$ cat config.mk
export PLATFORM = sky130hd
export DESIGN_NAME = can_id_mask_pattern_filter_table
export DESIGN_NICKNAME = d
export VERILOG_FILES = /design/src/sv/cimpf_pkg.sv /design/src/sv/can_id_mask_pattern_filter_table.sv /design/src/sv/cimpf_table.sv /design/src/sv/cimpf_eval.sv
export SDC_FILE = /design/constraint.sdc
export NUM_CORES = 2
export LEC_CHECK = 0
export BUFFER_PORTS_ARGS = -buffer_cell sky130_fd_sc_hd__buf_2
export CORE_MARGIN = 8
export CORE_UTILIZATION = 50
export CTS_CLUSTER_DIAMETER = 60
export CTS_CLUSTER_SIZE = 16
export DETAILED_ROUTE_END_ITERATION = 16
export MAX_ROUTING_LAYER = met4
export PLACE_DENSITY = 0.69
export SLEW_MARGIN = 10
export SYNTH_ARGS = -nofsm -noshare
export SYNTH_HDL_FRONTEND = slang
export SYNTH_SLANG_ARGS = --single-unit
$ cat constraint.sdc
create_clock -name clk -period 5.85 [get_ports clk]
set_input_delay 1.17 -clock clk [delete_from_list [all_inputs] [get_ports clk]]
set_output_delay 1.17 -clock clk [all_outputs]
set_load 0.02 [all_outputs]
$ cat src/sv/cimpf_pkg.sv
`timescale 1ns / 1ps
`default_nettype none

package cimpf_pkg;

  // default table depth
  localparam int FILTER_SLOTS_DEF = 8;

  localparam int WORD_W = 32;
  localparam int FID_W  = 29;
  localparam int NUM_W  = 8;
  localparam int ASN_W  = 7;

  // standard identifier: bits 10:8 kept by 0x07, bits 7:0 by 0xFF
  localparam logic [2:0] STD_HI_MASK = 3'h7;
  localparam logic [7:0] STD_LO_MASK = 8'hFF;

  typedef enum logic [1:0] {
    ACT_ADD      = 2'd0,
    ACT_REMOVE   = 2'd1,
    ACT_CLEAR    = 2'd2,
    ACT_CLASSIFY = 2'd3
  } act_t;

  localparam logic [1:0] KIND_PASS  = 2'd0;
  localparam logic [1:0] KIND_BLOCK = 2'd1;
  localparam logic [1:0] KIND_FLOW  = 2'd2;

  localparam logic [1:0] STAT_OK      = 2'd0;
  localparam logic [1:0] STAT_FULL    = 2'd1;
  localparam logic [1:0] STAT_BAD_NUM = 2'd2;

  // table update command
  typedef struct packed {
    logic       add;
    logic       remove;
    logic       clear;
    logic       mask_we;
    logic       pattern_we;
    logic       reply_we;
    logic [1:0] kind;
  } wr_t;

  // one result
  typedef struct packed {
    logic [1:0]        status;
    logic [ASN_W-1:0]  assigned_number;
    logic              accept;
    logic              reply_found;
    logic [WORD_W-1:0] reply_id;
  } res_t;

endpackage

`default_nettype wire

$ cat src/sv/can_id_mask_pattern_filter_table.sv
`timescale 1ns / 1ps
`default_nettype none

// CAN identifier filter table. Each request is one of add, remove, clear or
// classify and gives exactly one result. Up to FILTER_SLOTS filters (pass,
// block, flow control or inert) are held in flip-flops and every slot has its
// own mask/pattern comparator, so a frame is checked against the whole table
// at once. A request is taken into an input register and, once the output
// register is free, evaluated and applied to the table, its result landing in
// the output register: one request per clock sustained while out_ready is
// high; a full output register stalls the input register. A request sees
// every table change made by the requests before it. Standard frames are
// compared on the low 11 bits of can_id only; a block match always drops the
// frame; when any pass filter is active the frame also needs a pass or
// flow-control match; reply_id comes from the highest-numbered matching
// flow-control filter. A full table answers add with status 1, a bad or free
// filter number answers remove with status 2.
module can_id_mask_pattern_filter_table
  import cimpf_pkg::*;
#(
  parameter int FILTER_SLOTS = FILTER_SLOTS_DEF
) (
  input  wire logic                clk,
  input  wire logic                rst_n,
  // request channel
  input  wire logic                in_valid,
  output logic                     in_ready,
  input  wire logic [1:0]          in_action,
  input  wire logic [1:0]          in_kind,
  input  wire logic [WORD_W-1:0]   in_mask_word,
  input  wire logic                in_mask_given,
  input  wire logic [WORD_W-1:0]   in_pattern_word,
  input  wire logic                in_pattern_given,
  input  wire logic [WORD_W-1:0]   in_reply_id_word,
  input  wire logic                in_reply_given,
  input  wire logic [NUM_W-1:0]    in_filter_number,
  input  wire logic [FID_W-1:0]    in_can_id,
  input  wire logic                in_extended,
  // result channel
  output logic                     out_valid,
  input  wire logic                out_ready,
  output logic [1:0]               out_status,
  output logic [ASN_W-1:0]         out_assigned_number,
  output logic                     out_accept,
  output logic                     out_reply_found,
  output logic [WORD_W-1:0]        out_reply_id
);

  // slot index width, at least one bit
  localparam int IDX_W = (FILTER_SLOTS > 1) ? $clog2(FILTER_SLOTS) : 1;

  // input register
  logic              s1_valid_r;
  act_t              s1_action_r;
  logic [1:0]        s1_kind_r;
  logic [WORD_W-1:0] s1_mask_r;
  logic              s1_mask_given_r;
  logic [WORD_W-1:0] s1_pattern_r;
  logic              s1_pattern_given_r;
  logic [WORD_W-1:0] s1_reply_r;
  logic              s1_reply_given_r;
  logic [NUM_W-1:0]  s1_number_r;
  logic [FID_W-1:0]  s1_can_id_r;
  logic              s1_extended_r;

  // output register
  logic              out_valid_r;
  res_t              out_res_r;

  logic              out_free;
  logic              s1_fire;
  logic              in_fire;

  wr_t                                wr;
  logic [IDX_W-1:0]                   wr_idx;
  res_t                               res;
  logic [FILTER_SLOTS-1:0]            active;
  logic [FILTER_SLOTS-1:0][1:0]       slot_kind;
  logic [FILTER_SLOTS-1:0]            hit;
  logic [FILTER_SLOTS-1:0][WORD_W-1:0] slot_reply;

  // the result register frees up when it is empty or being taken
  assign out_free = !out_valid_r || out_ready;
  // the request in the input register is applied when its result can move on
  assign s1_fire  = s1_valid_r && out_free;
  assign in_ready = !s1_valid_r || out_free;
  assign in_fire  = in_valid && in_ready;

  always_ff @(posedge clk) begin
    if (!rst_n) begin
      s1_valid_r <= 1'b0;
    end else if (in_ready) begin
      s1_valid_r <= in_valid;
    end
  end

  // payload needs no reset
  always_ff @(posedge clk) begin
    if (in_fire) begin
      s1_action_r        <= act_t'(in_action);
      s1_kind_r          <= in_kind;
      s1_mask_r          <= in_mask_word;
      s1_mask_given_r    <= in_mask_given;
      s1_pattern_r       <= in_pattern_word;
      s1_pattern_given_r <= in_pattern_given;
      s1_reply_r         <= in_reply_id_word;
      s1_reply_given_r   <= in_reply_given;
      s1_number_r        <= in_filter_number;
      s1_can_id_r        <= in_can_id;
      s1_extended_r      <= in_extended;
    end
  end

  // filter storage and per-slot comparators
  cimpf_table #(
    .FILTER_SLOTS (FILTER_SLOTS),
    .IDX_W        (IDX_W)
  ) u_table (
    .clk          (clk),
    .rst_n        (rst_n),
    .wr_en        (s1_fire),
    .wr           (wr),
    .wr_idx       (wr_idx),
    .mask_word    (s1_mask_r),
    .pattern_word (s1_pattern_r),
    .reply_word   (s1_reply_r),
    .can_id       (s1_can_id_r),
    .extended     (s1_extended_r),
    .active_o     (active),
    .kind_o       (slot_kind),
    .hit_o        (hit),
    .reply_o      (slot_reply)
  );

  // slot allocation, number check and pass/block decision
  cimpf_eval #(
    .FILTER_SLOTS (FILTER_SLOTS),
    .IDX_W        (IDX_W)
  ) u_eval (
    .action        (s1_action_r),
    .kind          (s1_kind_r),
    .mask_given    (s1_mask_given_r),
    .pattern_given (s1_pattern_given_r),
    .reply_given   (s1_reply_given_r),
    .filter_number (s1_number_r),
    .active        (active),
    .slot_kind     (slot_kind),
    .hit           (hit),
    .slot_reply    (slot_reply),
    .wr            (wr),
    .wr_idx        (wr_idx),
    .res           (res)
  );

  always_ff @(posedge clk) begin
    if (!rst_n) begin
      out_valid_r <= 1'b0;
    end else if (out_free) begin
      out_valid_r <= s1_valid_r;
    end
  end

  always_ff @(posedge clk) begin
    if (s1_fire) begin
      out_res_r <= res;
    end
  end

  assign out_valid           = out_valid_r;
  assign out_status          = out_res_r.status;
  assign out_assigned_number = out_res_r.assigned_number;
  assign out_accept          = out_res_r.accept;
  assign out_reply_found     = out_res_r.reply_found;
  assign out_reply_id        = out_res_r.reply_id;

`ifndef NO_ASSERTIONS
  // a flow-control reply is only reported for a passing frame
  a_reply_needs_accept : assert property (@(posedge clk) disable iff (!rst_n)
    out_valid_r && out_res_r.reply_found |-> out_res_r.accept)
    else $error("reply reported for a dropped frame");

  // an assigned number comes only with ok status and lies within the table
  a_assigned_ok : assert property (@(posedge clk) disable iff (!rst_n)
    out_valid_r && (out_res_r.assigned_number != '0) |->
      (out_res_r.status == STAT_OK) &&
      (out_res_r.assigned_number <= ASN_W'(FILTER_SLOTS)))
    else $error("assigned number out of range or with error status");

  // requests are refused only while both registers are full and stalled
  a_stall_cause : assert property (@(posedge clk) disable iff (!rst_n)
    !in_ready |-> s1_valid_r && out_valid_r && !out_ready)
    else $error("request refused without a stall");
`endif

endmodule

`default_nettype wire

$ cat src/sv/cimpf_table.sv
`timescale 1ns / 1ps
`default_nettype none

module cimpf_table
  import cimpf_pkg::*;
#(
  parameter int FILTER_SLOTS = FILTER_SLOTS_DEF,
  parameter int IDX_W        = 3
) (
  input  wire logic                                 clk,
  input  wire logic                                 rst_n,
  input  wire logic                                 wr_en,
  input  wire wr_t                                  wr,
  input  wire logic [IDX_W-1:0]                     wr_idx,
  input  wire logic [WORD_W-1:0]                    mask_word,
  input  wire logic [WORD_W-1:0]                    pattern_word,
  input  wire logic [WORD_W-1:0]                    reply_word,
  input  wire logic [FID_W-1:0]                     can_id,
  input  wire logic                                 extended,
  output logic [FILTER_SLOTS-1:0]                   active_o,
  output logic [FILTER_SLOTS-1:0][1:0]              kind_o,
  output logic [FILTER_SLOTS-1:0]                   hit_o,
  output logic [FILTER_SLOTS-1:0][WORD_W-1:0]       reply_o
);

  logic [FILTER_SLOTS-1:0]             active_r;
  logic [FILTER_SLOTS-1:0][1:0]        kind_r;
  logic [FILTER_SLOTS-1:0][WORD_W-1:0] mask_r;
  logic [FILTER_SLOTS-1:0][WORD_W-1:0] pattern_r;
  logic [FILTER_SLOTS-1:0][WORD_W-1:0] reply_r;
  logic [WORD_W-1:0]                   key;

  // standard frames keep the low 11 bits
  assign key = extended ? {{(WORD_W-FID_W){1'b0}}, can_id}
                        : {21'd0, can_id[10:8] & STD_HI_MASK,
                           can_id[7:0] & STD_LO_MASK};

  always_ff @(posedge clk) begin
    if (!rst_n) begin
      active_r  <= '0;
      kind_r    <= '0;
      mask_r    <= '0;
      pattern_r <= '0;
      reply_r   <= '0;
    end else if (wr_en) begin
      for (int i = 0; i < FILTER_SLOTS; i++) begin
        if (wr.clear) begin
          active_r[i]  <= 1'b0;
          kind_r[i]    <= '0;
          mask_r[i]    <= '0;
          pattern_r[i] <= '0;
          reply_r[i]   <= '0;
        end else if (wr_idx == IDX_W'(i)) begin
          if (wr.add) begin
            active_r[i] <= 1'b1;
            kind_r[i]   <= wr.kind;
            if (wr.mask_we)    mask_r[i]    <= mask_word;
            if (wr.pattern_we) pattern_r[i] <= pattern_word;
            if (wr.reply_we)   reply_r[i]   <= reply_word;
          end else if (wr.remove) begin
            active_r[i] <= 1'b0;
          end
        end
      end
    end
  end

  // one comparator per slot
  always_comb begin
    for (int i = 0; i < FILTER_SLOTS; i++) begin
      hit_o[i] = active_r[i] && (((key ^ pattern_r[i]) & mask_r[i]) == '0);
    end
  end

  assign active_o = active_r;
  assign kind_o   = kind_r;
  assign reply_o  = reply_r;

endmodule

`default_nettype wire

$ cat src/sv/cimpf_eval.sv
`timescale 1ns / 1ps
`default_nettype none

module cimpf_eval
  import cimpf_pkg::*;
#(
  parameter int FILTER_SLOTS = FILTER_SLOTS_DEF,
  parameter int IDX_W        = 3
) (
  input  wire act_t                                 action,
  input  wire logic [1:0]                           kind,
  input  wire logic                                 mask_given,
  input  wire logic                                 pattern_given,
  input  wire logic                                 reply_given,
  input  wire logic [NUM_W-1:0]                     filter_number,
  input  wire logic [FILTER_SLOTS-1:0]              active,
  input  wire logic [FILTER_SLOTS-1:0][1:0]         slot_kind,
  input  wire logic [FILTER_SLOTS-1:0]              hit,
  input  wire logic [FILTER_SLOTS-1:0][WORD_W-1:0]  slot_reply,
  output wr_t                                       wr,
  output logic [IDX_W-1:0]                          wr_idx,
  output res_t                                      res
);

  logic             free_found;
  logic [IDX_W-1:0] free_idx;
  logic             num_ok;
  logic [IDX_W-1:0] rm_idx;
  logic             any_pass;
  logic             blocked;
  logic             matched;
  logic             fc;
  logic [IDX_W-1:0] fc_idx;
  logic             pass_frame;

  // lowest free slot
  always_comb begin
    free_found = 1'b0;
    free_idx   = '0;
    for (int i = FILTER_SLOTS - 1; i >= 0; i--) begin
      if (!active[i]) begin
        free_found = 1'b1;
        free_idx   = IDX_W'(i);
      end
    end
  end

  assign num_ok = (filter_number != '0) && (filter_number <= NUM_W'(FILTER_SLOTS));
  assign rm_idx = IDX_W'(filter_number - NUM_W'(1));

  // match summary, last flow-control hit wins
  always_comb begin
    any_pass = 1'b0;
    blocked  = 1'b0;
    matched  = 1'b0;
    fc       = 1'b0;
    fc_idx   = '0;
    for (int i = 0; i < FILTER_SLOTS; i++) begin
      if (active[i] && slot_kind[i] == KIND_PASS) any_pass = 1'b1;
      if (hit[i]) begin
        if (slot_kind[i] == KIND_BLOCK) begin
          blocked = 1'b1;
        end else if (slot_kind[i] == KIND_PASS) begin
          matched = 1'b1;
        end else if (slot_kind[i] == KIND_FLOW) begin
          matched = 1'b1;
          fc      = 1'b1;
          fc_idx  = IDX_W'(i);
        end
      end
    end
  end

  assign pass_frame = !blocked && (!any_pass || matched);

  always_comb begin
    wr      = '0;
    wr.kind = kind;
    wr_idx  = rm_idx;
    res     = '0;
    case (action)
      ACT_ADD: begin
        wr_idx = free_idx;
        if (free_found) begin
          wr.add                 = 1'b1;
          wr.mask_we             = mask_given;
          wr.pattern_we          = pattern_given;
          wr.reply_we            = reply_given;
          res.assigned_number    = ASN_W'(free_idx) + ASN_W'(1);
        end else begin
          res.status = STAT_FULL;
        end
      end
      ACT_REMOVE: begin
        if (num_ok && active[rm_idx]) begin
          wr.remove = 1'b1;
        end else begin
          res.status = STAT_BAD_NUM;
        end
      end
      ACT_CLEAR: begin
        wr.clear = 1'b1;
      end
      ACT_CLASSIFY: begin
        res.accept = pass_frame;
        if (pass_frame && fc) begin
          res.reply_found = 1'b1;
          res.reply_id    = slot_reply[fc_idx];
        end
      end
      default: begin
        res = '0;
      end
    endcase
  end

endmodule

`default_nettype wire
==> results.cfg <==
[setup_path]
crit_chain = buf_12, and2_1, o21ai_0, a2111oi_0, nand4_1, o2bb2ai_1, o221a_2, buf_4, a21oi_1, o311a_1
critPathKind = register to register
reg2reg_slack_ns = 0.44
crit_arrival_ns = 5.81
path_buf_inv = 2
rr_endpoint = out_reply_id[23]$_SDFFCE_PN0P_
path_max_fanout = 96
critPathCaptureType = register
max_stage_delay_ns = 1.01
ff2ff_path_depth = 10
slowest_stage = a2111oi_0
critPathTopFamily = compound AO/OA/AOI/OAI gates
cp.required_ns = 6.24
r2r-start = s1_extended_r$_DFFE_PP_
start_kind = register

[drt]
ant_nets = 0
vias = 33100
viasPerCell = 5.73
wl_microns = 133000
wl_per_cell_microns = 23.0
drt-initial-drc-count = 3182
drcViolationCount = 0
drt-pass1-iter-count = 5

[clock_network]
clkLatencyLatePin_ns = 0.67
clock_sinks = 975
cts_setup_buffers = 0
ctsHoldBuffers = 0
clk_pin_slew_ns = 0.08
cts_resized = 0
clock_path_buffers = 3
cts_inserted_buffers = 86
clockRootBuffer = clkbuf_16
cts_tree = done
htreeDepth = 3

[sta]
relSlewSlack = 0.171
fin_tns_setup_ns = 0
fin_skew_ns = 0.0282
fmax_mhz = 185
hold_violations = 0
fin_crit_sh = 0.926
rsz0062_at_grt = false
tightest_slew_ns = 1.21
setup_viol = 0
slew_violations = 0
post-route-min-period_ns = 5.41

[pwr]
comb_power_share = 0.056
p_switching_uw = 3360
swShare = 0.244
p_int_uw = 10400
leakagePower_uw = 0.0159
power_frac_clock = 0.431
ir_drop_v = 0.000253
cellPowerDensity_nw_per_um2 = 287
seq_power_share = 0.512

[yosys]
syn_area_per_cell_sq_um = 9.40
postSynthCellCount = 4636
yosysSeqAreaShare = 0.490
synth-seq-cells = 975
ys_types = 78
synth_area_sq_um = 43600
yosys_warnings = 0
synth_edf_count = 181
synthFlopType = dfxtp_1
synth-async-reset-ratio = 0

[final_layout]
num_antenna_cells = 0
layout-area-overhead-vs-synth_pct = 10.2
final_common_cell = nand2_1
final_area_sq_um = 48000
stdcell_count = 5777
layout_common_cells = 965 x nand2_1, 794 x dfxtp_1, 429 x a21boi_0
drive_gt1_frac = 0.0952
final_nets = 4703

[worst_hold_path]
min_from = u_table.reply_o[225]$_SDFFE_PN0P_
min_to = u_table.reply_o[225]$_SDFFE_PN0P_
whs_path_depth = 2
min_path_type = register to register

[floorplanning]
start_util = 0.503
dieArea_sq_um = 96900
core.rowCount = 108
dieHeight_microns = 311
coreArea_sq_um = 86600
die_w_microns = 311
io_pins = 190

[placed_design]
gp_congestion = 0.900
dp_hpwl_microns = 83100
port_buffers = 186
dp_cells = 5622
placed_area_sq_um = 45100

[global_routing]
grt_pass1_vias = 31900
grt_max_degree = 205
antenna_found_initial = 2
grt_pass1_wl_microns = 201000
globalRouteTotalUtil = 0.270
grt_overflow = 0

[run_status]
status = complete, no violations

[run]
cap_violations = 0
[kinds of logic after synthesis]
group,count (synthesis),share of synthesized area
DFF,975,0.490
buffers and inverters,486,0.0445
other,1,0.0000861
and+or+nand+nor,1786,0.205
muxes,404,0.0934
xor gates and xnor gates,131,0.0263
AOI/OAI and AO/OA,850,0.140
adders and majority gates,3,0.000862
[power by group through the flow]
| stage | sequential (uW) | combinational, uW | clock (uW) |
|---|---|---|---|
| CTS | 7050 | 771 | 6030 |
| floorplan | 7160 | 511 | 0 |
| global route | 7060 | 823 | 6280 |
| detailed placement | 7200 | 768 | 0 |
| finish | 7050 | 775 | 5940 |
| global placement | 7200 | 763 | 0 |
[area by class of cell]
class	count	area, sq um
Timing Repair Buffer	261	1670
Sequential cell	975	21300
Clock buffer	110	2340
Fill cell	7658	38600
Inverter	54	203
Clock inverter	45	542
Tap cell	1155	1450
Multi-Input combinational cell	3177	20500
[flip-flops by register name (all words and copies together) (netlist names), 8 cells and up]
register	flops
u_table.mask_r	256
u_table.pattern_r	256
u_table.reply_o	256
out_reply_id	32
s1_mask_r	32
s1_pattern_r	32
s1_reply_r	32
s1_can_id_r	29
u_table.kind_o	16
s1_number_r	8
u_table.active_o	8
[metrics by stage]
step                hold slack (ns)  setup WS (ns)  power [uW]  utilization
floorplan                     0.435          0.507        7670            -
global route                  0.481          0.321       14200        0.554
detailed placement            0.445          0.795        7970        0.521
finish                        0.455          0.435       13800        0.554
CTS                           0.455          0.717       13900        0.554
global placement              0.442          0.801        7970        0.521
[cell usage after synthesis, types with 6 or more instances]
master	count	area, sq um
a22o_1	9	78.8
nor2b_1	412	2580
and2_1	116	726
nor2_1	27	101
nand4b_1	89	780
xor2_1	114	998
nand3_1	36	180
and3b_1	14	123
o311a_1	32	320
a2111oi_0	25	219
inv_1	54	203
a21boi_0	429	3220
buf_1	12	45.0
xnor2_1	17	149
buf_4	8	60.1
edfxtp_1	181	5440
nand2_1	967	3630
a21oi_1	45	225
clkbuf_1	355	1330
o21ai_0	138	691
nor3_1	9	45.0
o21ai_1	6	30.0
buf_2	55	275
nand4_1	50	313
o22ai_1	32	200
mux2i_1	401	4010
dfxtp_1	794	15900
nor4_1	14	87.6
o211ai_1	7	52.6
and2_0	10	62.6
o221ai_1	33	289
a21boi_1	11	82.6
a22oi_1	40	300
nand2b_1	9	56.3
[worst reg2reg max path, cell delays in order (launching register included)]
cell and delay [ns]:
edfxtp_1 0.38, buf_12 0.36, and2_1 0.43, o21ai_0 0.33, a2111oi_0 1.01, nand4_1 0.61, o2bb2ai_1 0.43, o221a_2 0.82
buf_4 0.40, a21oi_1 0.07, o311a_1 0.29
[worst max path at each step]
stage	start	to	slack, ns	cells after the start
global placement	s1_extended_r$_DFFE_PP_	out_reply_id[28]$_SDFFCE_PN0P_	0.80	10
floorplan	out_ready	u_table.pattern_r[193]$_SDFFE_PN0P_	0.51	10
global route	s1_extended_r$_DFFE_PP_	out_reply_id[28]$_SDFFCE_PN0P_	0.32	10
finish	s1_extended_r$_DFFE_PP_	out_reply_id[23]$_SDFFCE_PN0P_	0.44	10
CTS	s1_extended_r$_DFFE_PP_	out_reply_id[23]$_SDFFCE_PN0P_	0.72	10
detailed placement	s1_extended_r$_DFFE_PP_	out_reply_id[29]$_SDFFCE_PN0P_	0.79	10
[layer usage]
layer / GRT usage / vias to the layer above / wire (microns)
li1: - / 15600 / -
met1: 0.359 / 16000 / 58500
met2: 0.421 / 1166 / 60900
met3: 0.0365 / 263 / 8510
met4: 0.0939 / 0 / 5020
met5: - / - / 0
No activity file was read; power rests on OpenSTA's default activity.
